`src/hw/rtl/bce_pkg.sv`:
```
// Package with the curve tables, health codes and register indexes of the charge estimator.
`default_nettype none
package bce_pkg;

   localparam logic [15:0] CURVE_TOP_MV    = 16'd4200;
   localparam logic [15:0] CURVE_BOTTOM_MV = 16'd3200;
   localparam logic [15:0] CURVE_STEP_MV   = 16'd100;
   localparam int unsigned CURVE_SEGMENTS  = 10;

   localparam logic [15:0] RESET_CRITICAL_MV = 16'd3300;
   localparam logic [15:0] RESET_LOW_MV      = 16'd3500;

   // Numerator scale: one percent is one hundredth of it.
   localparam logic [13:0] PCT_SCALE   = 14'd100;
   localparam logic [13:0] PCT_ROUND   = 14'd50;
   localparam logic [13:0] NUM_FULL    = 14'd10000;
   // x / 100 == (x * 5243) >> 19 holds exactly for every x below 43699.
   localparam logic [12:0] RECIP_MUL   = 13'd5243;
   localparam int unsigned RECIP_SHIFT = 19;

   localparam logic [2:0] HEALTH_OK       = 3'd0;
   localparam logic [2:0] HEALTH_LOW      = 3'd1;
   localparam logic [2:0] HEALTH_CRITICAL = 3'd2;
   localparam logic [2:0] HEALTH_CHARGING = 3'd3;
   localparam logic [2:0] HEALTH_EXTERNAL = 3'd4;

   localparam logic CSR_CRITICAL_IDX = 1'b0;
   localparam logic CSR_LOW_IDX      = 1'b1;

   typedef logic [3:0] seg_type;

   // Percent at curve point k, counted down from the top point.
   function automatic logic [6:0] curve_pct(input seg_type k);
      logic [6:0] p;
      case (k)
         4'd0:    p = 7'd100;
         4'd1:    p = 7'd90;
         4'd2:    p = 7'd80;
         4'd3:    p = 7'd70;
         4'd4:    p = 7'd55;
         4'd5:    p = 7'd40;
         4'd6:    p = 7'd25;
         4'd7:    p = 7'd15;
         4'd8:    p = 7'd8;
         4'd9:    p = 7'd3;
         default: p = 7'd0;
      endcase
      return p;
   endfunction

   // Voltage of curve point k.
   function automatic logic [15:0] curve_mv(input seg_type k);
      logic [15:0] step_total;
      step_total = 16'(k) * CURVE_STEP_MV;
      return CURVE_TOP_MV - step_total;
   endfunction

endpackage
`default_nettype wire

```
`src/hw/rtl/bce_if.sv`:
```
// Sample and status channel interfaces of the charge estimator.
`default_nettype none
interface bce_req_if;
   logic        valid;
   logic        ready;
   logic        sample_valid;
   logic [15:0] cell_voltage_mv;
   logic        is_charging;
   logic        has_external_power;

   modport source (output valid, sample_valid, cell_voltage_mv, is_charging,
                   has_external_power, input ready);
   modport sink   (input valid, sample_valid, cell_voltage_mv, is_charging,
                   has_external_power, output ready);
endinterface

interface bce_rsp_if;
   logic        valid;
   logic        ready;
   logic        status_valid;
   logic [15:0] voltage_echo_mv;
   logic        charging_echo;
   logic        external_power_echo;
   logic [6:0]  charge_percent;
   logic [2:0]  health_class;

   modport source (output valid, status_valid, voltage_echo_mv, charging_echo,
                   external_power_echo, charge_percent, health_class, input ready);
   modport sink   (input valid, status_valid, voltage_echo_mv, charging_echo,
                   external_power_echo, charge_percent, health_class, output ready);
endinterface
`default_nettype wire

```
`src/hw/rtl/battery_charge_estimator_core.sv`:
```
// Top level of the battery charge estimator: sample in, charge and health status out.
//
// Each word on req_ch is one battery sample; each word on rsp_ch is the status
// it produces, exactly one per sample and in order. The state of charge is a
// piecewise linear interpolation over an eleven point Li-ion curve from 3200 mV
// to 4200 mV, rounded half up and clamped. The health class ranks charging,
// external power, then the critical and low thresholds held in csr_ registers.
// A sample marked not valid yields a status word with every field zero.
//
// The block is a two register pipeline. The first register holds the segment
// interpolation numerator and the health class; the second holds the result
// after the divide by 100, done as a reciprocal multiply. A sample is held in
// the first stage, then in the result register, which offers it on rsp_ch;
// one sample can be taken every cycle while the receiver does not stall.
// When the receiver stalls, the result register holds its word and the first
// stage fills; req_ch.ready drops only once both are full.
//
// Reset clears both pipeline stages and sets thresholds to 3300 mV and 3500 mV.
// Write thresholds only while no sample is in flight; the block does not check.
`default_nettype none
module battery_charge_estimator_core (
   input  wire logic        clock,
   input  wire logic        reset,
   bce_req_if.sink          req_ch,
   bce_rsp_if.source        rsp_ch,
   input  wire logic        csr_psel,
   input  wire logic        csr_penable,
   input  wire logic        csr_pwrite,
   input  wire logic [2:0]  csr_paddr,
   input  wire logic [31:0] csr_pwdata,
   output logic [31:0]      csr_prdata,
   output logic             csr_pready
);

   // ---------------------------------------------------------------------
   // Threshold registers. Register index is address bit 2.
   // ---------------------------------------------------------------------
   logic [15:0] critical_mv_ff, critical_mv_in;
   logic [15:0] low_mv_ff, low_mv_in;
   logic        csr_write;

   assign csr_pready = 1'b1;
   assign csr_write  = csr_psel && csr_penable && csr_pwrite && csr_pready;

   always_comb begin
      critical_mv_in = critical_mv_ff;
      low_mv_in      = low_mv_ff;
      if (csr_write) begin
         case (csr_paddr[2])
            bce_pkg::CSR_CRITICAL_IDX: critical_mv_in = csr_pwdata[15:0];
            bce_pkg::CSR_LOW_IDX:      low_mv_in      = csr_pwdata[15:0];
            default: ;
         endcase
      end
   end

   always_comb begin
      case (csr_paddr[2])
         bce_pkg::CSR_CRITICAL_IDX: csr_prdata = {16'd0, critical_mv_ff};
         bce_pkg::CSR_LOW_IDX:      csr_prdata = {16'd0, low_mv_ff};
         default:                   csr_prdata = 32'd0;
      endcase
   end

   always_ff @(posedge clock) begin
      if (reset) begin
         critical_mv_ff <= bce_pkg::RESET_CRITICAL_MV;
         low_mv_ff      <= bce_pkg::RESET_LOW_MV;
      end else begin
         critical_mv_ff <= critical_mv_in;
         low_mv_ff      <= low_mv_in;
      end
   end

   // ---------------------------------------------------------------------
   // Handshake. Stage two is the result register; stage one moves into it
   // whenever it is empty or being drained this cycle.
   // ---------------------------------------------------------------------
   logic s1_valid_ff, s1_valid_in;
   logic s2_valid_ff, s2_valid_in;
   logic s2_load;
   logic s1_take;

   assign s2_load      = s1_valid_ff && (!s2_valid_ff || rsp_ch.ready);
   assign req_ch.ready = !s1_valid_ff || s2_load;
   assign s1_take      = req_ch.valid && req_ch.ready;

   always_comb begin
      s1_valid_in = s1_valid_ff;
      if (req_ch.ready) begin
         s1_valid_in = req_ch.valid;
      end
      s2_valid_in = s2_valid_ff;
      if (s2_load) begin
         s2_valid_in = 1'b1;
      end else if (rsp_ch.ready) begin
         s2_valid_in = 1'b0;
      end
   end

   always_ff @(posedge clock) begin
      if (reset) begin
         s1_valid_ff <= 1'b0;
         s2_valid_ff <= 1'b0;
      end else begin
         s1_valid_ff <= s1_valid_in;
         s2_valid_ff <= s2_valid_in;
      end
   end

   // ---------------------------------------------------------------------
   // Stage one logic: pick the curve segment, form the rounded numerator
   // 100*p0 - (hi - v)*(p0 - p1) + 50, and rank the health class.
   // ---------------------------------------------------------------------
   logic [15:0]      volt;
   bce_pkg::seg_type seg;
   logic [15:0]      hi_mv;
   logic [15:0]      gap_full;
   logic [6:0]       gap_mv;
   logic [6:0]       p0;
   logic [6:0]       p1;
   logic [3:0]       slope;
   logic [10:0]      drop;
   logic [13:0]      num_in;
   logic [2:0]       health_in;

   assign volt = req_ch.cell_voltage_mv;

   // The segment index is how many inner breakpoints lie above the voltage.
   always_comb begin
      seg = '0;
      for (int k = 1; k < bce_pkg::CURVE_SEGMENTS; k++) begin
         if (volt < bce_pkg::curve_mv(bce_pkg::seg_type'(k))) begin
            seg = bce_pkg::seg_type'(k);
         end
      end
   end

   assign hi_mv    = bce_pkg::curve_mv(seg);
   assign gap_full = hi_mv - volt;
   // Inside the curve the gap to the upper point is 1 to 100 mV.
   assign gap_mv   = gap_full[6:0];
   assign p0       = bce_pkg::curve_pct(seg);
   assign p1       = bce_pkg::curve_pct(seg + 4'd1);
   // No segment falls by more than 15 percent.
   assign slope    = 4'(p0 - p1);
   assign drop     = 11'(gap_mv) * 11'(slope);

   always_comb begin
      if (volt >= bce_pkg::CURVE_TOP_MV) begin
         num_in = bce_pkg::NUM_FULL;
      end else if (volt <= bce_pkg::CURVE_BOTTOM_MV) begin
         num_in = '0;
      end else begin
         num_in = 14'(p0) * bce_pkg::PCT_SCALE - 14'(drop) + bce_pkg::PCT_ROUND;
      end
   end

   always_comb begin
      if (req_ch.is_charging) begin
         health_in = bce_pkg::HEALTH_CHARGING;
      end else if (req_ch.has_external_power) begin
         health_in = bce_pkg::HEALTH_EXTERNAL;
      end else if (volt <= critical_mv_ff) begin
         health_in = bce_pkg::HEALTH_CRITICAL;
      end else if (volt <= low_mv_ff) begin
         health_in = bce_pkg::HEALTH_LOW;
      end else begin
         health_in = bce_pkg::HEALTH_OK;
      end
   end

   logic        s1_sample_ff;
   logic [15:0] s1_volt_ff;
   logic        s1_chg_ff;
   logic        s1_ext_ff;
   logic [13:0] s1_num_ff;
   logic [2:0]  s1_health_ff;

   always_ff @(posedge clock) begin
      if (s1_take) begin
         s1_sample_ff <= req_ch.sample_valid;
         s1_volt_ff   <= volt;
         s1_chg_ff    <= req_ch.is_charging;
         s1_ext_ff    <= req_ch.has_external_power;
         s1_num_ff    <= num_in;
         s1_health_ff <= health_in;
      end
   end

   // ---------------------------------------------------------------------
   // Stage two logic: divide the numerator by 100 with a reciprocal
   // multiply, and zero the whole word for a sample that is not valid.
   // ---------------------------------------------------------------------
   logic [26:0] recip_prod;
   logic [6:0]  pct_in;

   assign recip_prod = 27'(s1_num_ff) * 27'(bce_pkg::RECIP_MUL);
   assign pct_in     = recip_prod[bce_pkg::RECIP_SHIFT +: 7];

   logic        s2_sample_ff;
   logic [15:0] s2_volt_ff;
   logic        s2_chg_ff;
   logic        s2_ext_ff;
   logic [6:0]  s2_pct_ff;
   logic [2:0]  s2_health_ff;

   always_ff @(posedge clock) begin
      if (s2_load) begin
         s2_sample_ff <= s1_sample_ff;
         if (s1_sample_ff) begin
            s2_volt_ff   <= s1_volt_ff;
            s2_chg_ff    <= s1_chg_ff;
            s2_ext_ff    <= s1_ext_ff;
            s2_pct_ff    <= pct_in;
            s2_health_ff <= s1_health_ff;
         end else begin
            s2_volt_ff   <= '0;
            s2_chg_ff    <= 1'b0;
            s2_ext_ff    <= 1'b0;
            s2_pct_ff    <= '0;
            s2_health_ff <= bce_pkg::HEALTH_OK;
         end
      end
   end

   assign rsp_ch.valid               = s2_valid_ff;
   assign rsp_ch.status_valid        = s2_sample_ff;
   assign rsp_ch.voltage_echo_mv     = s2_volt_ff;
   assign rsp_ch.charging_echo       = s2_chg_ff;
   assign rsp_ch.external_power_echo = s2_ext_ff;
   assign rsp_ch.charge_percent      = s2_pct_ff;
   assign rsp_ch.health_class        = s2_health_ff;

endmodule
`default_nettype wire

```
`src/flat_wrapper.sv`:
```
// flat-port wrapper written by rule: the top's interface ports become plain ports
module battery_charge_estimator_core_flat 
  (clock, reset, csr_psel, csr_penable, csr_pwrite, csr_paddr, csr_pwdata, csr_prdata, csr_pready, req_ch_valid, req_ch_sample_valid, req_ch_cell_voltage_mv, req_ch_is_charging, req_ch_has_external_power, req_ch_ready, rsp_ch_valid, rsp_ch_status_valid, rsp_ch_voltage_echo_mv, rsp_ch_charging_echo, rsp_ch_external_power_echo, rsp_ch_charge_percent, rsp_ch_health_class, rsp_ch_ready);
  bce_req_if req_ch_i ();
  bce_rsp_if rsp_ch_i ();
  input  wire logic clock;
  input  wire logic reset;
  input  wire logic csr_psel;
  input  wire logic csr_penable;
  input  wire logic csr_pwrite;
  input  wire logic [2:0] csr_paddr;
  input  wire logic [31:0] csr_pwdata;
  output logic [31:0] csr_prdata;
  output logic csr_pready;
  input wire logic [$bits(req_ch_i.valid)-1:0] req_ch_valid;
  input wire logic [$bits(req_ch_i.sample_valid)-1:0] req_ch_sample_valid;
  input wire logic [$bits(req_ch_i.cell_voltage_mv)-1:0] req_ch_cell_voltage_mv;
  input wire logic [$bits(req_ch_i.is_charging)-1:0] req_ch_is_charging;
  input wire logic [$bits(req_ch_i.has_external_power)-1:0] req_ch_has_external_power;
  output wire logic [$bits(req_ch_i.ready)-1:0] req_ch_ready;
  output wire logic [$bits(rsp_ch_i.valid)-1:0] rsp_ch_valid;
  output wire logic [$bits(rsp_ch_i.status_valid)-1:0] rsp_ch_status_valid;
  output wire logic [$bits(rsp_ch_i.voltage_echo_mv)-1:0] rsp_ch_voltage_echo_mv;
  output wire logic [$bits(rsp_ch_i.charging_echo)-1:0] rsp_ch_charging_echo;
  output wire logic [$bits(rsp_ch_i.external_power_echo)-1:0] rsp_ch_external_power_echo;
  output wire logic [$bits(rsp_ch_i.charge_percent)-1:0] rsp_ch_charge_percent;
  output wire logic [$bits(rsp_ch_i.health_class)-1:0] rsp_ch_health_class;
  input wire logic [$bits(rsp_ch_i.ready)-1:0] rsp_ch_ready;
  assign req_ch_i.valid = req_ch_valid;
  assign req_ch_i.sample_valid = req_ch_sample_valid;
  assign req_ch_i.cell_voltage_mv = req_ch_cell_voltage_mv;
  assign req_ch_i.is_charging = req_ch_is_charging;
  assign req_ch_i.has_external_power = req_ch_has_external_power;
  assign req_ch_ready = req_ch_i.ready;
  assign rsp_ch_valid = rsp_ch_i.valid;
  assign rsp_ch_status_valid = rsp_ch_i.status_valid;
  assign rsp_ch_voltage_echo_mv = rsp_ch_i.voltage_echo_mv;
  assign rsp_ch_charging_echo = rsp_ch_i.charging_echo;
  assign rsp_ch_external_power_echo = rsp_ch_i.external_power_echo;
  assign rsp_ch_charge_percent = rsp_ch_i.charge_percent;
  assign rsp_ch_health_class = rsp_ch_i.health_class;
  assign rsp_ch_i.ready = rsp_ch_ready;
  battery_charge_estimator_core u_core (.clock(clock), .reset(reset), .req_ch(req_ch_i), .rsp_ch(rsp_ch_i), .csr_psel(csr_psel), .csr_penable(csr_penable), .csr_pwrite(csr_pwrite), .csr_paddr(csr_paddr), .csr_pwdata(csr_pwdata), .csr_prdata(csr_prdata), .csr_pready(csr_pready));
endmodule
```
`config.mk`:
```
export PLATFORM = sky130hd
export DESIGN_NAME = battery_charge_estimator_core_flat
export DESIGN_NICKNAME = d
export VERILOG_FILES = /design/src/hw/rtl/bce_pkg.sv /design/src/hw/rtl/bce_if.sv /design/src/hw/rtl/battery_charge_estimator_core.sv /design/src/flat_wrapper.sv
export SDC_FILE = /design/constraint.sdc
export NUM_CORES = 1
export LEC_CHECK = 0
export ABC_AREA = 1
export ABC_CLOCK_PERIOD_IN_PS = 17800
export BUFFER_PORTS_ARGS = -buffer_cell sky130_fd_sc_hd__buf_2
export CAP_MARGIN = 10
export CELL_PAD_IN_SITES_DETAIL_PLACEMENT = 2
export CELL_PAD_IN_SITES_GLOBAL_PLACEMENT = 2
export CORE_MARGIN = 2
export CORE_UTILIZATION = 40
export DETAILED_ROUTE_END_ITERATION = 8
export MAX_ROUTING_LAYER = met4
export PLACE_DENSITY_LB_ADDON = 0.08
export REMOVE_ABC_BUFFERS = 1
export SYNTH_ARGS = -nofsm -noshare
export SYNTH_HDL_FRONTEND = slang
export SYNTH_SLANG_ARGS = --single-unit
```
`constraint.sdc`:
```
create_clock -name clock -period 17.8 [get_ports clock]
set_input_delay 0 -clock clock [delete_from_list [all_inputs] [get_ports clock]]
set_output_delay 0 -clock clock [all_outputs]
set_load 0.01 [all_outputs]
```
==> impl_metrics.csv <==
group,metric,value,unit
layout,final_common_cell,"inv_1",
floorplan,die_area,27890,um^2
clock_network,cts.clk_slew.worst_paths,80,ps
setup_path,arrival,7900,ps
global_route,gr-max-usage-layer,"met2",
logic_synthesis,synth_async_sr_flop_share,0,%
logic_synthesis,number_of_synthesized_register_bits,99,
layout,insertedDiodeCount,0,
timing,timing_worst_slew_pin_value,1053,ps
layout,num-nets-final,1682,
floorplan,die_h,167,um
setup_path,timing.critical_path.required,17850,ps
logic_synthesis,post_synth_xor_area_fraction,1.731,%
logic_synthesis,mappedNetlistArea,10630,um^2
global_route,met3_routing_resource_usage_after_global_routing,2.614,%
global_route,number_of_antenna_violations_at_the_first_check_in_global_routing,0,
logic_synthesis,synth_compound_gate_area_share,10.63,%
timing,fin_crit_sh,44.08,%
setup_path,path_max_fanout,7,
clock_network,cts-htree-levels,3,
timing,final-max-slew-violation-count,0,
timing,clock.fmax,0.1274,GHz
logic_synthesis,synth.yosys.seq_area_share,24.77,%
timing,finClkSkew,24.64,ps
layout,drive_above_1_share,10.58,%
timing,post-route-min-period,7847,ps
flow_run,cap_violations,0,
detailed_routing,drt-total-wl,34.14,mm
detailed_routing,num_vias,8682,
clock_network,cts-buffers-inserted,9,
placed_design,gpl_wtd_cong,0.8148,
timing,setup-violations-final,0,
clock_network,cts_tree,"done",
timing,hold_viol,0,
global_route,grt_util_met2,47.40,%
floorplan,die_width,167,um
placed_design,detailed_place.area,11390,um^2
floorplan,core.rowCount,59,
logic_synthesis,ys_dominant_reg_cell,"edfxtp_1",
detailed_routing,initialDrtViolationCount,325,
global_route,use_met1,29.95,%
timing,grt_setup_unrepaired,"no",
global_route,grt_max_degree,37,
logic_synthesis,share_of_synthesized_cell_area_in_and_or_nand_and_nor_gates,12.24,%
clock_network,cts-root-buf,"clkbuf_16",
clock_network,cts_repair_resize_count,0,
logic_synthesis,synth_cells,1227,
layout,final_area,12040,um^2
logic_synthesis,yosys-mux-area-fraction,0,%
layout,synthToLayoutAreaGrowth,13.27,%
clock_network,clock_path_buffers,2,
logic_synthesis,synth_fa_ha_area_share,38.31,%
setup_path,critical_path_class,"input pin to register",
detailed_routing,routedWlPerCell,20.25,um
setup_path,timing.critical_path.from_type,"input pin",
floorplan,starting_utilization_of_the_core_area,40.78,%
detailed_routing,routed_via_density,5.149,
setup_path,reg2regPathDepth,15,
logic_synthesis,synth-warning-count,0,
layout,layout.cells.most_common_list,"inv_1, ha_1, nand2_1",
detailed_routing,detailed_route_drc_error_count,0,
timing,slew_headroom,29.54,%
placed_design,dp_hpwl,25.32,mm
timing,fin_setup_tns,0,ps
global_route,globalRouteOverflowTotal,0,
floorplan,boundaryPins,125,
detailed_routing,detailedRoute.firstPassIterationCount,5,
global_route,first_global_vias,9955,
run_status,run_status,"completed",
clock_network,cts_sinks,99,
min_path,hold_class,"input pin to register",
logic_synthesis,number_of_enable_flip_flop_cells_after_synthesis,65,
logic_synthesis,post_synth_num_cell_types,44,
floorplan,core_area,26060,um^2
global_route,grt.total_usage,25.80,%
min_path,worstHoldPathCells,1,
detailed_routing,drtAntennaViolNets,0,
global_route,wire_length_of_the_first_global_routing_pass,54.68,mm
clock_network,cts_setup_buffers,0,
logic_synthesis,largest_family_of_logic_cells_by_synthesized_area,"adder cells",
setup_path,timing.critical_path.slowest_stage_cell,"fa_1",
logic_synthesis,synth_area_per_cell,8.662,um^2
setup_path,setup_crit_end_kind,"register",
placed_design,portBuffers,89,
setup_path,cp_slowest_stage_delay,550,ps
clock_network,source_to_sink_clock_delay_at_the_later_pin_of_the_worst_skew_pair,360,ps
final cells by class:
class	instances	area (um^2)
clock buffer	10	229.0
multi-input combinational	814	6754
sequential	99	2633
clock inverter	6	97.59
inverter	299	1125
fill	2892	14020
timing repair buffer	123	780.7
tap	335	419.2
repair_timing:
action,in CTS,in global routing
endpoints found under the hold margin,50,0
hold buffers,32,0
endpoints found under the setup margin,0,0
layer usage:
| layer | wire length (um) | part of all wire (%) | up-vias |
|---|---|---|---|
| met3 | 776 | 2.3 | 42 |
| li1 | - | - | 4120 |
| met1 | 14340 | 42 | 4391 |
| met5 | 0 | 0 | - |
| met4 | 800 | 2.3 | 0 |
| met2 | 18230 | 53 | 129 |
state kept, by name (all words and copies together) (netlist names), 3 cells and up:
register                       cells
u_core.rsp_ch.health_class         3
u_core.critical_mv_ff             16
u_core.s1_num_ff                  14
u_core.low_mv_ff                  16
u_core.s1_volt_ff                 16
u_core.s1_health_ff                3
u_core.rsp_ch.voltage_echo_mv     16
u_core.rsp_ch.charge_percent       7
synthesized netlist by cell type (11+ instances only):
master / instances / area share (%)
edfxtp_1: 65 / 18
fa_1: 84 / 16
nand3_1: 20 / 0.94
nand2_1: 162 / 5.7
inv_1: 291 / 10
xor2_1: 11 / 0.91
nand2_2: 11 / 0.65
buf_4: 17 / 1.2
ha_1: 191 / 22
a21oi_1: 89 / 4.2
clkbuf_1: 13 / 0.46
dfxtp_1: 34 / 6.4
o21ai_0: 82 / 3.9
nand4_1: 13 / 0.77
nor2_1: 70 / 2.5
worst max-delay path: cells and delay by family:
kind / cells / cell delay (ps)
adders and majority gates: 6 / 2680
buffers and inverters: 10 / 1330
AOI/OAI and AO/OA: 8 / 1400
and+or+nand+nor: 20 / 2470
worst paths after layout:
check             slack, ps                                from                                            end
setup / recovery       9950          req_ch_cell_voltage_mv[13]             u_core.s1_num_ff[13]$_SDFFCE_PP1P_
hold reg to reg         500   u_core.low_mv_ff[14]$_SDFFE_PP0P_              u_core.low_mv_ff[14]$_SDFFE_PP0P_
hold / removal           30           req_ch_cell_voltage_mv[8]                 u_core.s1_volt_ff[8]$_DFFE_PP_
setup reg to reg      12630  u_core.s1_num_ff[13]$_SDFFCE_PP1P_  u_core.rsp_ch.charge_percent[4]$_SDFFCE_PN0P_
kinds of logic (layout without fill, tap and decap cells):
logic type	Yosys count	after routing
AO/OA/AOI/OAI	202	202
XOR/XNOR	21	21
adder cells (fa/ha/maj)	275	275
buffers and inverters	329	438
flip-flops	99	99
other	2	17
AND/OR/NAND/NOR	299	299
per-stage QoR:
stage          setup slack (ps)  std cells  hold WS, ps  utilization, %
6_report                   9953       1686        32.30           46.19
5_1_grt                    9320       1686        16.73           46.19
4_1_cts                    9879       1686        11.92           46.19
3_5_place_dp              10070       1638        190.2           43.71
3_3_place_gp              10210       1638        192.5           43.71
2_1_floorplan             11550       1212        69.07               -
Power is left out: the tool's default activity adds up to more than one toggle a clock period on the data nets, which glitch-free logic cannot reach.
